==> config.mk <==
export PLATFORM = sky130hd
export DESIGN_NAME = partition_fit_allocator
export DESIGN_NICKNAME = d
export VERILOG_FILES = /design/src/rtl/core/pfa_pkg.sv /design/src/rtl/core/partition_fit_allocator.sv /design/src/rtl/core/pfa_cell.sv
export SDC_FILE = /design/constraint.sdc
export NUM_CORES = 1
export LEC_CHECK = 0
export ABC_CLOCK_PERIOD_IN_PS = 6300
export BUFFER_PORTS_ARGS = -buffer_cell sky130_fd_sc_hd__clkbuf_2
export CORE_UTILIZATION = 52
export DETAILED_ROUTE_END_ITERATION = 10
export PLACE_DENSITY = 0.68
export SYNTH_ARGS = -nofsm -noshare
export SYNTH_HDL_FRONTEND = slang
export SYNTH_HIERARCHICAL = 1
export SYNTH_SLANG_ARGS = --single-unit
==> constraint.sdc <==
create_clock -name clk -period 6.3 [get_ports clk]
set_input_delay 1.575 -clock clk [delete_from_list [all_inputs] [get_ports clk]]
set_output_delay 1.575 -clock clk [all_outputs]
set_load 0.02 [all_outputs]
==> src/rtl/core/pfa_pkg.sv <==
// ----------------------------------------------------------------------------
// pfa_pkg: shared definitions for the partition fit allocator
// Field widths, command and status codes, register indexes and the scan
// control group broadcast along the cell chain.
// ----------------------------------------------------------------------------
package pfa_pkg;

  // fixed field widths of the ports
  localparam int ACTION_W    = 1;
  localparam int INDEX_W     = 3;
  localparam int AMOUNT_W    = 16;
  localparam int STATUS_W    = 2;
  localparam int POLICY_W    = 2;
  localparam int COUNT_W     = 4;
  localparam int CFG_INDEX_W = 1;
  localparam int CFG_DATA_W  = 4;

  // defaults for the top level parameters
  localparam int NUM_BLOCKS_DEF = 8;
  localparam int SIZE_WIDTH_DEF = 16;

  // input actions
  localparam logic [ACTION_W-1:0] ACT_LOAD     = 1'b0;
  localparam logic [ACTION_W-1:0] ACT_ALLOCATE = 1'b1;

  // result status codes
  localparam logic [STATUS_W-1:0] STAT_LOADED    = 2'd0;
  localparam logic [STATUS_W-1:0] STAT_ALLOCATED = 2'd1;
  localparam logic [STATUS_W-1:0] STAT_REFUSED   = 2'd2;

  // placement policies; the spare code behaves as first fit
  localparam logic [POLICY_W-1:0] POLICY_FIRST = 2'd0;
  localparam logic [POLICY_W-1:0] POLICY_BEST  = 2'd1;
  localparam logic [POLICY_W-1:0] POLICY_WORST = 2'd2;

  // configuration register indexes
  localparam logic [CFG_INDEX_W-1:0] REG_POLICY      = 1'b0;
  localparam logic [CFG_INDEX_W-1:0] REG_BLOCK_COUNT = 1'b1;

  // register reset values
  localparam logic [POLICY_W-1:0] POLICY_RESET      = POLICY_FIRST;
  localparam logic [COUNT_W-1:0]  BLOCK_COUNT_RESET = 4'd3;

  // scan control seen by every cell
  typedef struct packed {
    logic [POLICY_W-1:0] policy;
    logic [COUNT_W-1:0]  limit;
  } scan_ctrl_t;

endpackage

==> src/rtl/core/partition_fit_allocator.sv <==
// ----------------------------------------------------------------------------
// partition_fit_allocator: first, best and worst fit partition allocator
// Keeps the free space of a row of partitions and places allocate requests
// by the configured policy, shrinking the chosen partition.
// ----------------------------------------------------------------------------
// Usage
//   An item is taken at a clock edge with start high and busy low. A load
//   item writes the partition at once; its result comes on the next cycle
//   and busy stays low, so loads may follow back to back.
//   An allocate item raises busy and sends a search token down a chain of
//   NUM_BLOCKS cells, one cell per cycle. The result strobe done rises
//   once the token has passed the launch register, every cell and the done
//   register; busy falls in the cycle done is high, so the next item can be
//   taken at the edge that ends it. The chain length sets the allocate
//   latency and rate. Each result sits on status, chosen_block, space_left
//   and last_result for exactly the one cycle that done is high; the receiver
//   cannot stall. Configuration is written through cfg_write, cfg_index and
//   cfg_data at an edge: index 0 policy, index 1 block count. The user must
//   write it only while the block is idle; the block does not enforce this.
//   Reset (rst, synchronous) clears every partition to zero free space, sets
//   first fit and a block count of three, and drops busy and done.
// ----------------------------------------------------------------------------
module partition_fit_allocator
  import pfa_pkg::*;
#(
  parameter int NUM_BLOCKS = NUM_BLOCKS_DEF,
  parameter int SIZE_WIDTH = SIZE_WIDTH_DEF
) (
  input  logic                   clk,
  input  logic                   rst,
  input  logic                   start,
  output logic                   busy,
  input  logic [ACTION_W-1:0]    action,
  input  logic [INDEX_W-1:0]     block_index,
  input  logic [AMOUNT_W-1:0]    amount,
  input  logic                   last_request,
  output logic                   done,
  output logic [STATUS_W-1:0]    status,
  output logic [INDEX_W-1:0]     chosen_block,
  output logic [AMOUNT_W-1:0]    space_left,
  output logic                   last_result,
  input  logic                   cfg_write,
  input  logic [CFG_INDEX_W-1:0] cfg_index,
  input  logic [CFG_DATA_W-1:0]  cfg_data
);

  localparam int IDX_W = (NUM_BLOCKS > 1) ? $clog2(NUM_BLOCKS) : 1;
  localparam int XW    = ((IDX_W > INDEX_W) ? IDX_W : INDEX_W) + 1;
  localparam int CMP_W = ($clog2(NUM_BLOCKS + 1) > COUNT_W) ?
                         $clog2(NUM_BLOCKS + 1) : COUNT_W;

  logic [POLICY_W-1:0]   policy;
  logic [COUNT_W-1:0]    block_count;
  scan_ctrl_t            ctrl;
  logic [CMP_W-1:0]      count_wide;

  logic [SIZE_WIDTH-1:0] amt_m;
  logic [XW-1:0]         idx_x;
  logic                  idx_ok;
  logic                  accept;
  logic                  accept_load;
  logic                  accept_alloc;

  logic                  launch_valid;
  logic [SIZE_WIDTH-1:0] launch_amt;
  logic                  last_hold;

  wire                   tok_valid [NUM_BLOCKS+1];
  wire  [SIZE_WIDTH-1:0] tok_amt   [NUM_BLOCKS+1];
  wire                   tok_found [NUM_BLOCKS+1];
  wire  [IDX_W-1:0]      tok_pick  [NUM_BLOCKS+1];
  wire  [SIZE_WIDTH-1:0] tok_space [NUM_BLOCKS+1];

  logic                  fin_valid;
  logic                  grant;
  logic [SIZE_WIDTH-1:0] remain;
  logic                  wr_en;
  logic [IDX_W-1:0]      wr_index;
  logic [SIZE_WIDTH-1:0] wr_data;

  // configuration registers
  always_ff @(posedge clk) begin
    if (rst) begin
      policy      <= POLICY_RESET;
      block_count <= BLOCK_COUNT_RESET;
    end else if (cfg_write) begin
      case (cfg_index)
        REG_POLICY:      policy      <= cfg_data[POLICY_W-1:0];
        REG_BLOCK_COUNT: block_count <= cfg_data[COUNT_W-1:0];
        default:         ;
      endcase
    end
  end

  // scan limit clipped to the partitions that exist
  assign count_wide  = CMP_W'(block_count);
  assign ctrl.policy = policy;
  assign ctrl.limit  = (count_wide > CMP_W'(NUM_BLOCKS)) ?
                       COUNT_W'(NUM_BLOCKS) : block_count;

  // input transfer decode
  assign accept       = start && !busy;
  assign accept_load  = accept && (action == ACT_LOAD);
  assign accept_alloc = accept && (action == ACT_ALLOCATE);
  assign amt_m        = SIZE_WIDTH'(amount);
  assign idx_x        = XW'(block_index);
  assign idx_ok       = (idx_x < XW'(NUM_BLOCKS));

  // busy spans the search of one allocate item
  always_ff @(posedge clk) begin
    if (rst) begin
      busy <= 1'b0;
    end else if (accept_alloc) begin
      busy <= 1'b1;
    end else if (fin_valid) begin
      busy <= 1'b0;
    end
  end

  // token launch into the head of the chain
  always_ff @(posedge clk) begin
    if (rst) begin
      launch_valid <= 1'b0;
    end else begin
      launch_valid <= accept_alloc;
    end
  end

  always_ff @(posedge clk) begin
    if (accept) begin
      launch_amt <= amt_m;
      last_hold  <= last_request;
    end
  end

  assign tok_valid[0] = launch_valid;
  assign tok_amt[0]   = launch_amt;
  assign tok_found[0] = 1'b0;
  assign tok_pick[0]  = '0;
  assign tok_space[0] = '0;

  // chain of partition cells
  for (genvar g = 0; g < NUM_BLOCKS; g++) begin : g_cell
    pfa_cell #(
      .J          (g),
      .SIZE_WIDTH (SIZE_WIDTH),
      .IDX_W      (IDX_W)
    ) u_cell (
      .clk       (clk),
      .rst       (rst),
      .ctrl      (ctrl),
      .wr_en     (wr_en),
      .wr_index  (wr_index),
      .wr_data   (wr_data),
      .in_valid  (tok_valid[g]),
      .in_amt    (tok_amt[g]),
      .in_found  (tok_found[g]),
      .in_pick   (tok_pick[g]),
      .in_space  (tok_space[g]),
      .out_valid (tok_valid[g+1]),
      .out_amt   (tok_amt[g+1]),
      .out_found (tok_found[g+1]),
      .out_pick  (tok_pick[g+1]),
      .out_space (tok_space[g+1])
    );
  end

  // token leaving the tail of the chain
  assign fin_valid = tok_valid[NUM_BLOCKS];
  assign grant     = fin_valid && tok_found[NUM_BLOCKS];
  assign remain    = tok_space[NUM_BLOCKS] - tok_amt[NUM_BLOCKS];

  // shared write port: load, or write-back of a grant
  assign wr_en    = (accept_load && idx_ok) || grant;
  assign wr_index = grant ? tok_pick[NUM_BLOCKS] : IDX_W'(idx_x);
  assign wr_data  = grant ? remain : amt_m;

  // result strobe
  always_ff @(posedge clk) begin
    if (rst) begin
      done <= 1'b0;
    end else begin
      done <= accept_load || fin_valid;
    end
  end

  // result payload
  always_ff @(posedge clk) begin
    if (accept_load) begin
      status       <= STAT_LOADED;
      chosen_block <= block_index;
      space_left   <= idx_ok ? AMOUNT_W'(amt_m) : '0;
      last_result  <= last_request;
    end else if (fin_valid) begin
      status       <= grant ? STAT_ALLOCATED : STAT_REFUSED;
      chosen_block <= grant ? INDEX_W'(tok_pick[NUM_BLOCKS]) : '0;
      space_left   <= grant ? AMOUNT_W'(remain) : '0;
      last_result  <= last_hold;
    end
  end

`ifndef SYNTHESIS
  logic [NUM_BLOCKS:0] tok_vec;

  always_comb begin
    for (int k = 0; k <= NUM_BLOCKS; k++) begin
      tok_vec[k] = tok_valid[k];
    end
  end

  // exactly one token in flight while busy, none otherwise
  a_one_token: assert property (@(posedge clk) disable iff (rst)
    $countones(tok_vec) == (busy ? 1 : 0))
    else $error("token count does not match busy");

  // an allocate transfer starts a search
  a_alloc_busy: assert property (@(posedge clk) disable iff (rst)
    accept_alloc |=> busy && launch_valid)
    else $error("allocate transfer did not start a search");

  // a finished search gives one result and frees the block
  a_fin_done: assert property (@(posedge clk) disable iff (rst)
    fin_valid |=> done && !busy && (status != STAT_LOADED))
    else $error("finished search did not give an allocate result");

  // a load transfer is answered on the next cycle
  a_load_done: assert property (@(posedge clk) disable iff (rst)
    accept_load |=> done && (status == STAT_LOADED))
    else $error("load transfer not answered");

  // a refused request reports no partition and no space
  a_refused: assert property (@(posedge clk) disable iff (rst)
    (done && (status == STAT_REFUSED)) |-> (chosen_block == '0) && (space_left == '0))
    else $error("refused result carries a partition");
`endif

endmodule

==> src/rtl/core/pfa_cell.sv <==
// ----------------------------------------------------------------------------
// pfa_cell: one partition of the allocator chain
// Holds the free space of one partition, compares it with the search token
// passing by and forwards the updated token to the next cell each cycle.
// ----------------------------------------------------------------------------
module pfa_cell
  import pfa_pkg::*;
#(
  parameter int J          = 0,
  parameter int SIZE_WIDTH = SIZE_WIDTH_DEF,
  parameter int IDX_W      = 3
) (
  input  logic                  clk,
  input  logic                  rst,
  input  scan_ctrl_t            ctrl,
  input  logic                  wr_en,
  input  logic [IDX_W-1:0]      wr_index,
  input  logic [SIZE_WIDTH-1:0] wr_data,
  input  logic                  in_valid,
  input  logic [SIZE_WIDTH-1:0] in_amt,
  input  logic                  in_found,
  input  logic [IDX_W-1:0]      in_pick,
  input  logic [SIZE_WIDTH-1:0] in_space,
  output logic                  out_valid,
  output logic [SIZE_WIDTH-1:0] out_amt,
  output logic                  out_found,
  output logic [IDX_W-1:0]      out_pick,
  output logic [SIZE_WIDTH-1:0] out_space
);

  // position of this cell, in the widths it is compared at
  localparam bit                 IN_RANGE = (J < (1 << COUNT_W));
  localparam logic [COUNT_W-1:0] J_CNT    = COUNT_W'(IN_RANGE ? J : 0);
  localparam logic [IDX_W-1:0]   J_IDX    = IDX_W'(J);

  logic [SIZE_WIDTH-1:0] space;
  logic                  active;
  logic                  fits;
  logic                  better;
  logic                  take;

  // partition inside the scanned range and big enough
  assign active = IN_RANGE && (J_CNT < ctrl.limit);
  assign fits   = (space != '0) && (space >= in_amt);

  // does this partition beat the candidate carried so far
  always_comb begin
    case (ctrl.policy)
      POLICY_BEST:  better = (space < in_space);
      POLICY_WORST: better = (space > in_space);
      default:      better = 1'b0;
    endcase
  end

  assign take = in_valid && active && fits && (!in_found || better);

  // free space store, written by loads and by the grant write-back
  always_ff @(posedge clk) begin
    if (rst) begin
      space <= '0;
    end else if (wr_en && (wr_index == J_IDX)) begin
      space <= wr_data;
    end
  end

  // token valid
  always_ff @(posedge clk) begin
    if (rst) begin
      out_valid <= 1'b0;
    end else begin
      out_valid <= in_valid;
    end
  end

  // token payload
  always_ff @(posedge clk) begin
    out_amt   <= in_amt;
    out_found <= in_found || take;
    out_pick  <= take ? J_IDX : in_pick;
    out_space <= take ? space : in_space;
  end

endmodule

# Yosys cells after proc, flatten, opt, wreduce, memory -nomap -nowiden
# Cells that the tools add are included.
# W data, S select, Z words.
[classes] bitwise=2 mux=29 n_reduce_logical=81 n_lt_le_gt_ge=32 add_sub_neg=1 eq_ne=9
[op_table] operator="$mux W16" count=12
[op_table] operator="$ge A16 B16 Y1" count=8
[op_table] operator="$reduce_bool A16 Y1" count=8
[op_table] operator="$gt A16 B16 Y1" count=7
[op_table] operator="$lt A16 B16 Y1" count=7
[op_table] operator="$logic_and A1 B1 Y1" count=44
[op_table] operator="$logic_or A1 B1 Y1" count=16
[op_table] operator="$lt A3 B4 Y1 const A" count=4
[op_table] operator="$sub A16 B16 Y16" count=1
[op_table] operator="$pmux W1 S2" count=7
[op_table] operator="$eq A3 B3 Y1 const B" count=4
[op_table] operator="$mux W3" count=4
[op_table] operator="$logic_not A1 Y1" count=8
[op_table] operator="$lt A1 B4 Y1 const A" count=2
[op_table] operator="$lt A2 B4 Y1 const A" count=2
[op_table] operator="$eq A3 B2 Y1 const B" count=2
[op_table] operator="$gt A4 B4 Y1 const B" count=1
[op_table] operator="$lt A3 B4 Y1 const B" count=1
[op_table] operator="$mux W1" count=4
[op_table] operator="$mux W4" count=1
[op_table] operator="$reduce_and A2 Y1" count=2
[op_table] operator="$reduce_bool A2 Y1" count=2
[op_table] operator="$eq A3 B1 Y1 const B" count=1
[op_table] operator="$logic_not A3 Y1" count=1
[op_table] operator="4 further kinds" count=5
[word_totals] input_bits=30 register_bits=465

# Depth between registers and ports, before layout
[depth] ltp_word=7 depth_mapped=11

# Hierarchy
# The synthesis kept the hierarchy.
[modules_own_cells] mod="pfa_cell at g_cell[7].u_cell" n_inst=1 cells_each=348 area_each_um2=3080.5
[modules_own_cells] mod="pfa_cell at g_cell[6].u_cell" n_inst=1 cells_each=350 area_each_um2=3011.6
[modules_own_cells] mod="pfa_cell at g_cell[5].u_cell" n_inst=1 cells_each=349 area_each_um2=2997.9
[modules_own_cells] mod="partition_fit_allocator" n_inst=1 cells_each=299 area_each_um2=2885.3
[modules_own_cells] mod="pfa_cell at g_cell[1].u_cell" n_inst=1 cells_each=260 area_each_um2=2493.6
[modules_own_cells] mod="pfa_cell at g_cell[2].u_cell" n_inst=1 cells_each=253 area_each_um2=2489.9
[modules_own_cells] mod="pfa_cell at g_cell[0].u_cell" n_inst=1 cells_each=252 area_each_um2=2482.4
[modules_own_cells] mod="pfa_cell at g_cell[4].u_cell" n_inst=1 cells_each=260 area_each_um2=2482.4
[modules_own_cells] mod="pfa_cell at g_cell[3].u_cell" n_inst=1 cells_each=251 area_each_um2=2469.9

# Worst setup path before layout
# OpenSTA, ideal clock, no wires.
[synth_timing] path_kind="input -> register" startpoint="in start" endpoint="reg g_cell[0].u_cell.space[11]" slack_ps=1641 t_arrival_ps=4589 required_time_ps=6230 path_stages=8 setup_time_ps=70 cell_sequence="nor2b_1 > nor2b_1 > clkbuf_1 > nand2b_1 > nor4b_1 > clkbuf_1 > nand2_1 > a21oi_1"
[synth_between] elab_chain_len=5
[synth_lines] element="start: declaration" line_no="partition_fit_allocator.sv:31" source="input logic start,"
[synth_lines] element="$logic_and A1 B1 Y1" line_no="partition_fit_allocator.sv:102" source="assign accept = start && !busy;"
[synth_lines] element="$logic_and A1 B1 Y1" line_no="partition_fit_allocator.sv:103" source="assign accept_load = accept && (action == ACT_LOAD);"
[synth_lines] element="$logic_and A1 B1 Y1" line_no="partition_fit_allocator.sv:174" source="assign wr_en = (accept_load && idx_ok) || grant;"
[synth_lines] element="$logic_or A1 B1 Y1" line_no="partition_fit_allocator.sv:174"
[synth_lines] element="net wr_en" line_no="partition_fit_allocator.sv:77" source="logic wr_en;"
[synth_lines] element="$logic_and A1 B1 Y1" line_no="pfa_cell.sv:61" source="end else if (wr_en && (wr_index == J_IDX)) begin"
[synth_lines] element="end signal: assignment" line_no="pfa_cell.sv:62" source="space <= wr_data;"
[synth_lines] element="end: declaration" line_no="pfa_cell.sv:36" source="logic [SIZE_WIDTH-1:0] space;"
# The timed path passes the listed nets, and every way through them passes these cells.
# A chain may end at the register's enable or synchronous reset.

# Worst setup path in the final report
[layout_timing] startpoint="in start" endpoint="reg g_cell[5].u_cell.space[8]"
[layout_between] elab_chain_len=5
[layout_lines] element="$logic_and A1 B1 Y1" line_no="partition_fit_allocator.sv:102"
[layout_lines] element="net accept" line_no="partition_fit_allocator.sv:60" source="logic accept;"
[layout_lines] element="$logic_and A1 B1 Y1" line_no="partition_fit_allocator.sv:103"
[layout_lines] element="$logic_and A1 B1 Y1" line_no="partition_fit_allocator.sv:174"
[layout_lines] element="$logic_or A1 B1 Y1" line_no="partition_fit_allocator.sv:174"
[layout_lines] element="net wr_en" line_no="partition_fit_allocator.sv:77"
[layout_lines] element="$logic_and A1 B1 Y1" line_no="pfa_cell.sv:61"
[layout_lines] element="end signal: assignment" line_no="pfa_cell.sv:62"
[layout_lines] element="end: declaration" line_no="pfa_cell.sv:36"
# The timed path passes the listed nets, and every way through them passes these cells.

==> flow_summary.json <==
{
  "clock_skew_ns": 0.0141,
  "grt_usage_pct": 30.3,
  "ys_seq_elements": 472,
  "synth_top_area_share_pct": 35.7,
  "num_rows": 78,
  "p_per_area_nw_per_um2": 258,
  "vias": 19600,
  "grt_setup_unrepaired": "false",
  "clk_pin_slew_worst_paths_ns": 0.07,
  "viasPerCell": 5.89,
  "clockBufferDepth": 3,
  "place.gp.congestion": 0.938,
  "ys_top_cells_by_count": "dfxtp_1 (435), nand2_1 (382), inv_1 (292)",
  "combinationalPowerShare_pct": 10.3,
  "pwr-share-seq_pct": 47.5,
  "whs_endpoint": "g_cell[6].u_cell/out_amt[12]$_DFF_P_",
  "ff2ff_path_depth": 8,
  "critPathTopFamily": "simple AND/OR/NAND/NOR gates",
  "drc": 0,
  "start_util_pct": 53.2,
  "finalWirelength_mm": 72.0,
  "fillers": 3953,
  "holdWs_ns": 0.349,
  "yosys-top-cells-area": "dfxtp_1 (36%), ha_1 (15%), nand2_1 (5.9%)",
  "fin_tns_setup_ns": 0,
  "worstMarginPinSlew_ns": 1.34,
  "cts_tree": "yes",
  "pwr-share-clk_pct": 42.2,
  "crit_type": "in -> reg",
  "cts_resized": 0,
  "startpoint_type": "primary input",
  "final_antenna_net_count": 0,
  "placeableCoreArea_um2": 45900,
  "slew_headroom_pct": 10.4,
  "fmax_ghz": 0.253,
  "min_period_ns": 3.95,
  "die_w_um": 219,
  "worstPathMaxFanout": 40,
  "power_switching_mw": 1.83,
  "setup_viol": 0,
  "syn_avg_cell_area_um2": 9.30,
  "cts.root.buffer_cell": "clkbuf_16",
  "grt_pass1_wl_mm": 110,
  "clock_latency_ns": 0.60,
  "wire_per_inst_um": 21.6,
  "cp_num_buf_inv": 3,
  "endpoint_kind": "flop",
  "overflow": 0,
  "synth_most_common_cell": "dfxtp_1",
  "worst_path_max_delay_cell": "nand4b_1",
  "synthCells": 2622,
  "hold_class": "reg -> reg",
  "nets": 3007,
  "drtIter0Drc": 1891,
  "grt_max_degree": 82,
  "numCtsBuffers": 49,
  "hold_violations": 0,
  "grt_antenna_before_repair": 2,
  "r2r-start": "g_cell[6].u_cell/out_space[15]$_DFF_P_",
  "p_int_mw": 5.11,
  "status": "completed",
  "r2r_slack_ns": 2.90,
  "ios": 54,
  "drive_above_1_share_pct": 13.8,
  "cpMostUsedCell": "buf_4",
  "hpwlAfterDp_mm": 52.9,
  "power_leakage_nw": 11.9,
  "r2r_end": "g_cell[7].u_cell/out_space[1]$_DFF_P_",
  "critical_path_depth": 9,
  "synth.largest_area_cell": "dfxtp_1",
  "place.port_buffers": 53,
  "synth_ff_type": "dfxtp_1",
  "min_path_cells": 0,
  "finalCritPeriodShare_pct": 62.7,
  "async_reset_ff_share_pct": 0,
  "first_pass_iters": 5,
  "worstPathCellList": "clkbuf_2 -> nor2b_1 -> buf_4 -> nor2b_2 -> buf_4 -> nand2b_1 -> nand4b_1 -> nand2_1 -> a21oi_1",
  "synth_edf_count": 37,
  "drv_cap": 0,
  "htreeDepth": 2,
  "cp.required_ns": 6.74,
  "sw_frac_of_total_pct": 26.4,
  "hp-start": "g_cell[5].u_cell/out_amt[12]$_DFF_P_",
  "netlist_area_um2": 24400,
  "grt_pass1_vias": 19100,
  "arrival_ns": 4.39,
  "critPathMaxStageDelay_ns": 0.76,
  "yosysSeqAreaShare_pct": 40.3,
  "dieHeight_um": 219,
  "ir_drop_mv": 0.199,
  "area_growth_pct": 10.4,
  "yosys_warnings": 6,
  "drv_slew": 0,
  "synth_cell_types": 92,
  "cts_hold_buf": 0,
  "cts.sinks": 472,
  "die_area_um2": 47800,
  "post-cts-setup-buffers": 0
}
-- registers in the layout, indices dropped and copies added (netlist names), 4 cells and up --
| signal | cells |
|---|---|
| g_cell.u_cell/out_found | 8 |
| g_cell.u_cell/out_space | 128 |
| g_cell.u_cell/out_valid | 8 |
| g_cell.u_cell/out_amt | 128 |
| g_cell.u_cell/out_pick | 24 |
| block_count | 4 |
| launch_amt | 16 |
| space_left | 16 |
| g_cell.u_cell/space | 128 |
-- routing by layer --
metal / vias up / wire, um / global-route usage (%)
met5: - / 0 / 0
met4: 0 / 3900 / 15.2
met3: 219 / 4660 / 4.29
met2: 722 / 33400 / 50.3
met1: 9349 / 30100 / 38.4
li1: 9306 / - / -
-- metrics by stage --
step                std cells  util, %  setup WS [ns]  area [um^2]  power (mW)
CTS                      3327     58.7           2.17        26900        6.96
global placement         3237     55.1           1.71        25300        4.03
floorplan                2660        -           1.64        24500        3.80
detailed placement       3237     55.1           1.58        25300        4.06
global route             3328     58.7           2.15        26900        7.19
finish                   3328     58.7           2.35        26900        6.94
-- kinds of logic after synthesis --
family / share of synthesized area (%)
simple gates: 16.5
compound gates: 14.6
flops: 40.3
buf+inv: 6.57
fa+ha+maj: 14.9
mux: 6.93
xor+xnor: 0.251
other cells: 0.0154
-- power by group through the flow --
stage / clock network, mW / logic, mW / registers [mW]
after floorplan: 0 / 0.496 / 3.30
after global placement: 0 / 0.671 / 3.36
after detailed placement: 0 / 0.696 / 3.36
after CTS: 2.96 / 0.703 / 3.29
after global routing: 3.10 / 0.787 / 3.31
final: 2.93 / 0.714 / 3.30
-- placed cells by master, fill, tap and decap left out, types with 8 or more instances in the layout --
cell / instances
dfxtp_1: 435
nand2_1: 382
inv_1: 292
ha_1: 288
a21oi_1: 227
mux2_2: 97
nand3_1: 93
o21ai_0: 88
nand4_1: 56
clkbuf_2: 52
clkbuf_16: 49
conb_1: 39
o211ai_1: 38
edfxtp_1: 37
mux2_4: 37
nor4_1: 35
or3_1: 34
nor2b_1: 33
nor2_1: 29
a21o_1: 26
nor3_1: 26
o211ai_2: 26
o21a_1: 20
buf_4: 20
nand2b_1: 19
nand3b_1: 17
a211oi_1: 15
o31ai_1: 9
o21bai_1: 9
or2_2: 8
clkinv_2: 8
-- area by class of cell --
class                           instances  area, um^2  area share [%]
Multi-Input combinational cell       1801       13200            49.0
Sequential cell                       472        9820            36.5
Clock buffer                           57        1310            4.85
Inverter                              292        1100            4.07
Tap cell                              600         751            2.79
Timing Repair Buffer                   72         410            1.52
Clock inverter                         33         344            1.28
Antenna cell                            1        2.50         0.00929
-- worst max path at each step --
stage / startpoint / end / slack [ns]
after CTS: start / g_cell[0].u_cell/space[9]$_SDFFE_PP0P_ / 2.17
after global placement: start / g_cell[0].u_cell/space[12]$_SDFFE_PP0P_ / 1.71
final: start / g_cell[5].u_cell/space[8]$_SDFFE_PP0P_ / 2.35
after floorplan: start / g_cell[0].u_cell/space[11]$_SDFFE_PP0P_ / 1.64
after global routing: start / g_cell[6].u_cell/space[13]$_SDFFE_PP0P_ / 2.15
after detailed placement: start / g_cell[0].u_cell/space[6]$_SDFFE_PP0P_ / 1.58
(Power assumes the default switching activity.)
